[src/hw/rtl/bda_pkg.sv]
// shared types and constants for the binary to decimal ascii converter
// no dependencies; used by bda_digit_cell and binary_to_decimal_ascii_core

package bda_pkg;

  localparam int VALUE_WIDTH = 32;
  // decimal digits needed for VALUE_WIDTH bits: floor(w * log10(2)) + 1
  localparam int NUM_DIGITS  = (VALUE_WIDTH * 30103) / 100000 + 1;
  localparam int IN_BYTES    = (VALUE_WIDTH + 7) / 8;
  localparam int IN_TDATA_W  = IN_BYTES * 8;
  localparam int CHAR_W      = 6;
  localparam int OUT_TDATA_W = 8;
  localparam int BIT_CNT_W   = $clog2(VALUE_WIDTH);
  localparam int DIG_CNT_W   = $clog2(NUM_DIGITS + 1);

  localparam logic [CHAR_W-1:0] ASCII_ZERO = CHAR_W'(48);

  typedef enum logic [1:0] {
    ST_IDLE,
    ST_CONVERT,
    ST_EMIT
  } bda_state_t;

  // per-cycle command broadcast to every digit cell
  typedef struct packed {
    logic clear;   // zero the digit
    logic dabble;  // add-3 correction then shift in carry from below
    logic shift;   // take the digit of the lower neighbor
  } bda_cell_ctrl_t;

endpackage

[src/hw/rtl/binary_to_decimal_ascii_core.sv]
// top level: binary value in, decimal ascii digit words out, msd first
// depends on bda_pkg and bda_digit_cell
//
//  channel | dir | tdata                        | tlast
//  --------+-----+------------------------------+--------------------------
//  in_     | in  | [31:0] value                 | -
//  out_    | out | [5:0] digit_char, [7:6] zero | last (least signif. digit)
//
// one value at a time: a load, then double-dabble of all VALUE_WIDTH bits
// through the chain of NUM_DIGITS digit cells, then NUM_DIGITS shifts of the
// chain toward the output; leading zeros are skipped without an output word,
// and real digits wait while out_tready stays low.
// rst_n is synchronous, active low, and returns the sequencer to idle.
// a stalled output word holds: the chain does not move until it is taken.

module binary_to_decimal_ascii_core (
  input  logic                              clk,
  input  logic                              rst_n,
  input  logic                              in_tvalid,
  output logic                              in_tready,
  input  logic [bda_pkg::IN_TDATA_W-1:0]    in_tdata,   // [31:0] value
  output logic                              out_tvalid,
  input  logic                              out_tready,
  output logic [bda_pkg::OUT_TDATA_W-1:0]   out_tdata,  // [5:0] digit_char
  output logic                              out_tlast
);

  localparam int W  = bda_pkg::VALUE_WIDTH;
  localparam int ND = bda_pkg::NUM_DIGITS;

  bda_pkg::bda_state_t              state_r, state_nxt;
  logic [W-1:0]                     bin_r, bin_nxt;
  logic [bda_pkg::BIT_CNT_W-1:0]    bit_cnt_r, bit_cnt_nxt;
  logic [bda_pkg::DIG_CNT_W-1:0]    remain_r, remain_nxt;
  logic                             lead_r, lead_nxt;

  bda_pkg::bda_cell_ctrl_t          cell_ctrl;
  logic                             cell_carry [ND];
  logic [3:0]                       cell_digit [ND];

  logic                             in_fire;
  logic                             out_fire;
  logic                             last_slot;   // only the units digit is left
  logic                             show;        // top digit is a real digit
  logic [3:0]                       top_digit;
  logic [bda_pkg::CHAR_W-1:0]       digit_char;

  // chain of digit cells, cell 0 is the units digit
  for (genvar i = 0; i < ND; i++) begin : g_cell
    if (i == 0) begin : g_first
      bda_digit_cell u_cell (
        .clk       (clk),
        .ctrl      (cell_ctrl),
        .carry_in  (bin_r[W-1]),
        .digit_in  (4'd0),
        .carry_out (cell_carry[i]),
        .digit     (cell_digit[i])
      );
    end else begin : g_rest
      bda_digit_cell u_cell (
        .clk       (clk),
        .ctrl      (cell_ctrl),
        .carry_in  (cell_carry[i-1]),
        .digit_in  (cell_digit[i-1]),
        .carry_out (cell_carry[i]),
        .digit     (cell_digit[i])
      );
    end
  end

  assign top_digit  = cell_digit[ND-1];
  assign last_slot  = (remain_r == bda_pkg::DIG_CNT_W'(1));
  assign show       = !lead_r || (top_digit != 4'd0) || last_slot;
  assign digit_char = bda_pkg::ASCII_ZERO + bda_pkg::CHAR_W'(top_digit);

  assign in_fire  = in_tvalid && in_tready;
  assign out_fire = out_tvalid && out_tready;

  // next state
  always_comb begin
    state_nxt = state_r;
    unique case (state_r)
      bda_pkg::ST_IDLE: begin
        if (in_tvalid) begin
          state_nxt = bda_pkg::ST_CONVERT;
        end
      end
      bda_pkg::ST_CONVERT: begin
        if (bit_cnt_r == '0) begin
          state_nxt = bda_pkg::ST_EMIT;
        end
      end
      bda_pkg::ST_EMIT: begin
        if (last_slot && out_tready) begin
          state_nxt = bda_pkg::ST_IDLE;
        end
      end
      default: state_nxt = bda_pkg::ST_IDLE;
    endcase
  end

  // outputs and cell commands
  always_comb begin
    in_tready        = 1'b0;
    out_tvalid       = 1'b0;
    cell_ctrl.clear  = 1'b0;
    cell_ctrl.dabble = 1'b0;
    cell_ctrl.shift  = 1'b0;
    unique case (state_r)
      bda_pkg::ST_IDLE: begin
        in_tready       = 1'b1;
        cell_ctrl.clear = 1'b1;
      end
      bda_pkg::ST_CONVERT: begin
        cell_ctrl.dabble = 1'b1;
      end
      bda_pkg::ST_EMIT: begin
        out_tvalid = show;
        // leading zeros drop out silently, real digits move when taken
        cell_ctrl.shift = !show || out_tready;
      end
      default: begin
        in_tready = 1'b0;
      end
    endcase
  end

  assign out_tdata = {(bda_pkg::OUT_TDATA_W - bda_pkg::CHAR_W)'(0), digit_char};
  assign out_tlast = last_slot;

  // datapath counters and binary shift register
  always_comb begin
    bin_nxt     = bin_r;
    bit_cnt_nxt = bit_cnt_r;
    remain_nxt  = remain_r;
    lead_nxt    = lead_r;
    if (in_fire) begin
      bin_nxt     = in_tdata[W-1:0];
      bit_cnt_nxt = bda_pkg::BIT_CNT_W'(W - 1);
    end else if (cell_ctrl.dabble) begin
      bin_nxt     = {bin_r[W-2:0], 1'b0};
      bit_cnt_nxt = bit_cnt_r - bda_pkg::BIT_CNT_W'(1);
      remain_nxt  = bda_pkg::DIG_CNT_W'(ND);
      lead_nxt    = 1'b1;
    end else if (cell_ctrl.shift) begin
      remain_nxt = remain_r - bda_pkg::DIG_CNT_W'(1);
      if (out_fire) begin
        lead_nxt = 1'b0;
      end
    end
  end

  always_ff @(posedge clk) begin
    bin_r     <= bin_nxt;
    bit_cnt_r <= bit_cnt_nxt;
    remain_r  <= remain_nxt;
    lead_r    <= lead_nxt;
  end

  always_ff @(posedge clk) begin
    if (!rst_n) begin
      state_r <= bda_pkg::ST_IDLE;
    end else begin
      state_r <= state_nxt;
    end
  end

endmodule

[src/hw/rtl/bda_digit_cell.sv]
// one bcd digit cell of the double-dabble chain
// depends on bda_pkg for the cell command struct

module bda_digit_cell (
  input  logic                     clk,
  input  bda_pkg::bda_cell_ctrl_t  ctrl,
  input  logic                     carry_in,   // msb of the lower neighbor after add-3
  input  logic [3:0]               digit_in,   // digit of the lower neighbor
  output logic                     carry_out,
  output logic [3:0]               digit
);

  logic [3:0] digit_r;
  logic [3:0] digit_nxt;
  logic [3:0] adj;

  always_comb begin
    adj = (digit_r >= 4'd5) ? (digit_r + 4'd3) : digit_r;
  end

  always_comb begin
    if (ctrl.clear) begin
      digit_nxt = 4'd0;
    end else if (ctrl.dabble) begin
      digit_nxt = {adj[2:0], carry_in};
    end else if (ctrl.shift) begin
      digit_nxt = digit_in;
    end else begin
      digit_nxt = digit_r;
    end
  end

  always_ff @(posedge clk) begin
    digit_r <= digit_nxt;
  end

  assign carry_out = adj[3];
  assign digit     = digit_r;

endmodule
[config.mk]
export PLATFORM = sky130hd
export DESIGN_NAME = binary_to_decimal_ascii_core
export DESIGN_NICKNAME = d
export VERILOG_FILES = /design/src/hw/rtl/bda_pkg.sv /design/src/hw/rtl/binary_to_decimal_ascii_core.sv /design/src/hw/rtl/bda_digit_cell.sv
export SDC_FILE = /design/constraint.sdc
export NUM_CORES = 1
export LEC_CHECK = 0
export BUFFER_PORTS_ARGS = -buffer_cell sky130_fd_sc_hd__buf_2
export CAP_MARGIN = 20
export CORE_MARGIN = 2
export CORE_UTILIZATION = 54
export DETAILED_ROUTE_END_ITERATION = 8
export PLACE_DENSITY = 0.79
export SYNTH_ARGS = -nofsm -noshare
export SYNTH_HDL_FRONTEND = slang
export SYNTH_HIERARCHICAL = 1
export SYNTH_SLANG_ARGS = --single-unit
[constraint.sdc]
create_clock -name clk -period 3.8 [get_ports clk]
set_input_delay 0.38 -clock clk [delete_from_list [all_inputs] [get_ports clk]]
set_output_delay 0.38 -clock clk [all_outputs]
set_load 0.03 [all_outputs]
## After elaboration in Yosys (flattened, before gate mapping)

Cells that the tools add are included.
Widths: inputs -> output; s select.

| cells by class | value |
|---|---|
| $add $sub $neg | 13 |
| multipliers | 0 |
| divide/modulo/power cells | 0 |
| magnitude comparators | 10 |
| equal/unequal tests | 6 |
| shifts and indexed selects | 0 |
| muxes and demuxes | 43 |
| bitwise operators | 1 |
| reductions and logical operators | 17 |

Operators with widths:

| kind | number |
|---|---|
| $mux 4 | 30 |
| $mux 32 | 2 |
| $ge 4x3->1 const B | 10 |
| $add 4x2->4 const B | 9 |
| $add 5x5->6 const A | 1 |
| $mux 1 | 6 |
| $mux 2 | 3 |
| $ne 2x2->1 const B | 3 |
| $pmux 2 s3 | 1 |
| $reduce_and 3->1 | 2 |
| $reduce_bool 2->1 | 3 |
| $logic_not 5->1 | 1 |
| $sub 5x1->5 const B | 1 |
| $eq 4x1->1 const B | 1 |
| $reduce_bool 4->1 | 1 |
| $sub 4x1->4 const B | 1 |
| $add 3x2->3 const B | 1 |
| $logic_and 1x1->1 | 3 |
| $logic_or 1x1->1 | 3 |
| $mux 3 | 1 |
| $eq 2x1->1 const B | 1 |
| $eq 2x2->1 const B | 1 |
| $logic_not 1->1 | 2 |
| $logic_not 2->1 | 1 |
| 2 further kinds | 2 |

| storage, ports and cells | value |
|---|---|
| flip-flop bits (word level) | 84 |
| bits in latches | 0 |
| RAM bits | 0 |
| bits in read-only memories | 0 |
| input bits | 36 |
| output and inout bits | 11 |
| logic and storage cells | 105 |
| memories kept | 0 |

## Depth between registers and ports, before layout

| logic depth | value |
|---|---|
| word-level depth | 8 |
| gate-level depth with buffers | 9 |
| gate-level depth less buffers | 9 |

## Hierarchy

The synthesis kept the hierarchy.

By module, submodules not included:

| module | times used | cells an instance | area an instance (um^2) | seq. area each (um^2) |
|---|---|---|---|---|
| bda_digit_cell | 10 | 35 | 280.3 | 80.1 |
| binary_to_decimal_ascii_core | 1 | 138 | 2023.2 | 1251.2 |

## Worst setup path before layout

OpenSTA, ideal clock, no wires.

| timing | value |
|---|---|
| kind | register -> register |
| from | register state_r[0] |
| to | register bin_r[0], enable pin |
| setup time | 0.390 ns |
| arrival time | 3.622 ns |
| setup slack | -0.212 ns |
| stages on the path, launching flop included | 4 |
| path buffers | 0 |
| clock period less this slack | 4.012 ns |
| path through | dfxtp_1 > nor2_1 > nand2_1 > nand2_1 |

| on the way | value |
|---|---|
| word-level cells in the longest chain between the ends | 4 |
| elaborated cells on any way between the ends | 6 |
| those cells by class | 1 x eq/ne; 2 x mux; 3 x reduce/logical |

RTL lines:

| element | line | RTL |
|---|---|---|
| start: declaration | binary_to_decimal_ascii_core.sv:31 | `bda_pkg::bda_state_t state_r, state_nxt;` |
| start signal: assignment | binary_to_decimal_ascii_core.sv:162 | `state_r <= bda_pkg::ST_IDLE;` |
| start signal: assignment | binary_to_decimal_ascii_core.sv:164 | `state_r <= state_nxt;` |
| $logic_not 2->1 | binary_to_decimal_ascii_core.sv:109 | `unique case (state_r)` |
| $mux 1 | binary_to_decimal_ascii_core.sv:109 |  |
| net in_tready | binary_to_decimal_ascii_core.sv:20 | `output logic in_tready,` |
| $logic_and 1x1->1 | binary_to_decimal_ascii_core.sv:76 | `assign in_fire = in_tvalid && in_tready;` |
| $reduce_bool 2->1 (no source line) | -- |  |
| end signal: assignment | binary_to_decimal_ascii_core.sv:154 | `bin_r <= bin_nxt;` |
| end: declaration | binary_to_decimal_ascii_core.sv:32 | `logic [W-1:0] bin_r, bin_nxt;` |

The timed path passes the listed nets, and every way through them passes these cells.
A chain may end at the register's enable or synchronous reset.

## Worst setup path in the final report

| timing | value |
|---|---|
| from | register remain_r[1] in the netlist's numbering |
| to | output port out_tvalid |

| on the way | value |
|---|---|
| word-level cells in the longest chain between the ends | 3 |

RTL lines:

| element | line | RTL |
|---|---|---|
| start: declaration | binary_to_decimal_ascii_core.sv:34 | `logic [bda_pkg::DIG_CNT_W-1:0] remain_r, remain_nxt;` |
| start signal: assignment | binary_to_decimal_ascii_core.sv:156 | `remain_r <= remain_nxt;` |
| $eq 4x1->1 | binary_to_decimal_ascii_core.sv:72 | `assign last_slot = (remain_r == bda_pkg::DIG_CNT_W'(1));` |
| $logic_or 1x1->1 | binary_to_decimal_ascii_core.sv:73 | `assign show = !lead_r \|\| (top_digit != 4'd0) \|\| last_slot;` |
| $mux 1 | binary_to_decimal_ascii_core.sv:109 |  |
| end: declaration | binary_to_decimal_ascii_core.sv:22 | `output logic out_tvalid,` |

No other way between the ends.

==> flow_summary.toml <==
[sta]
fmax_ghz = 0.4396
fin_setup_tns_ns = 0
clock_skew_ns = 0.01162
final_hold_viol_count = 0
drv_slew = 0
setup_viol = 0
post-route-period-util_pct = 59.87
fin_crit_ns = 2.275
rsz0062_at_grt = "false"
setup_ws_ns = 1.525

[cells_and_area]
layout.nets = 591
postLayoutCellArea_um2 = 5305
drive_above_1_share_pct = 20.34
multi_input_area_um2 = 2537
finish.utilization_pct = 61.13
area_growth_pct = 10.42
diodes = 0
fill_cells = 731
seq_area_um2 = 2052

[worst_setup_path]
startpoint = "remain_r[1]$_SDFFCE_PP1P_"
path_class = "register to output pin"
cp_max_fo = 3
start_kind = "register"
r2r_start = "remain_r[1]$_SDFFCE_PP1P_"
worstPathArrival_ns = 1.89
cp.required_ns = 3.42
cp-end-kind = "output pin"

[logic_synthesis]
syn_inst = 484
yosysWarnings = 6
syn-cell-area_um2 = 4805
syn-mean-instance-area_um2 = 9.927

[clocking]
cts_buffer_depth = 2
root_buffer = "clkbuf_8"
cts_tree = "yes"
cts_resized = 0
ctsHoldBuffers = 0
cts_max_level = 3
cts.sinks = 84
cts_setup_buffers = 0
clk_latency_ns = 0.36
cts_buffers = 9
clk_pin_slew_ns = 0.08

[detailed_routing]
routedWlPerCell_um = 14.38
post-route-drc-count = 0
drtIter0Drc = 162
final_antenna_net_count = 0
vias_per_cell = 5.665
drt-pass1-iter-count = 4
via_count = 3648
wl_um = 9258

[power_and_ir_drop]
p_leak_nw = 1.854
power_mw = 1.940
switching_share_pct = 26.25
comb_power_share_pct = 11.5
vdd_drop_max_mv = 0.4213
power_frac_seq_pct = 54.3
clock_power_share_pct = 34.1
p_sw_uw = 509.3
power_density_nw_per_um2 = 365.7
intPower_mw = 1.431

[place]
pre_cts_ws_ns = 1.152
gp_congestion = 0.8394
post-dp-hpwl_um = 6057
port_buffers = 42
placed_area_um2 = 5086

[floorplanning]
start_util_pct = 55.36
num_rows = 34
ios = 47
die_area_um2 = 9668
die_h_um = 98.33
fp.coreArea_um2 = 8678
dieWidth_um = 98.33

[run_status]
status = "finished clean"

[global_routing]
grt_pass1_vias = 3530
grt_usage_pct = 19.68
grt_max_degree = 66
grt_antenna_before_repair = 0
grt_pass1_wl_um = 15830
gr-total-overflow = 0

[worst_hold_path]
hp-class = "primary input to register"
min_from = "rst_n"

[run]
drv_cap = 0
## flip-flops by register name (all words and copies together) (netlist names)
register	cells
bin_r	32
bit_cnt_r	5
g_cell.g_first.u_cell/digit	4
g_cell.g_rest.u_cell/digit	36
lead_r	1
remain_r	4
state_r	2
## worst paths after layout
kind                                              endpoint  slack, ns  cells past startpoint
max                                             out_tvalid       1.53                      5
min                                state_r[0]$_SDFFE_PN0P_       0.27                      2
max reg2reg  g_cell[6].g_rest.u_cell/digit[2]$_SDFFE_PP0P_       1.56                      9
min reg2reg                      bit_cnt_r[4]$_SDFFE_PP1P_       0.47                      1
## cell type report
cell class,count,share of cell area [%]
repair buffers,48,5.283
inverters,27,1.910
multi-input cells,361,47.83
well taps,108,2.547
clock buffers,10,2.406
flip-flops and latches,84,38.68
clock inverters,6,1.344
## power groups by stage
stage	Combinational (mW)	Sequential (mW)	Clock [mW]
floorplan	0.181	1.07	0
global placement	0.214	1.07	0
detailed placement	0.225	1.07	0
CTS	0.226	1.06	0.675
global route	0.249	1.06	0.707
finish	0.224	1.05	0.662
## metal layers
metal  GRT usage, %  vias up  wire [um]
met5              0        -          0
met4          4.636        0         89
met3          6.872        7        458
met2          33.65       59       4538
met1          23.94     1729       4172
li1               -     1853          -
## stage by stage
step | hold WS [ns] | instances
after floorplan | 0.4353 | 490
after global placement | 0.4533 | 627
after detailed placement | 0.4590 | 627
after CTS | 0.2621 | 643
after global routing | 0.2599 | 644
final | 0.2737 | 644
## cells in the final DEF, fill, tap and decap left out, drive strengths merged, types with 10 or more instances in the layout
cell type,n
or4b,10
nand2b,11
nor2,46
mux2,31
o21ai,28
edfxtp,37
a31oi,10
nor3b,11
a221oi,10
inv,29
o311ai,10
nand4b,10
buf,48
dfxtp,47
o21a,11
a21oi,40
ha,24
clkbuf,10
nand2,50
mux2i,22
## worst max-delay path: stages (launching register included)
cell and delay [ns]:
edfxtp_1 0.39, inv_1 0.09, ha_1 0.15, or3b_4 0.39, a311oi_2 0.28, buf_2 0.25
(Power assumes the default switching activity.)
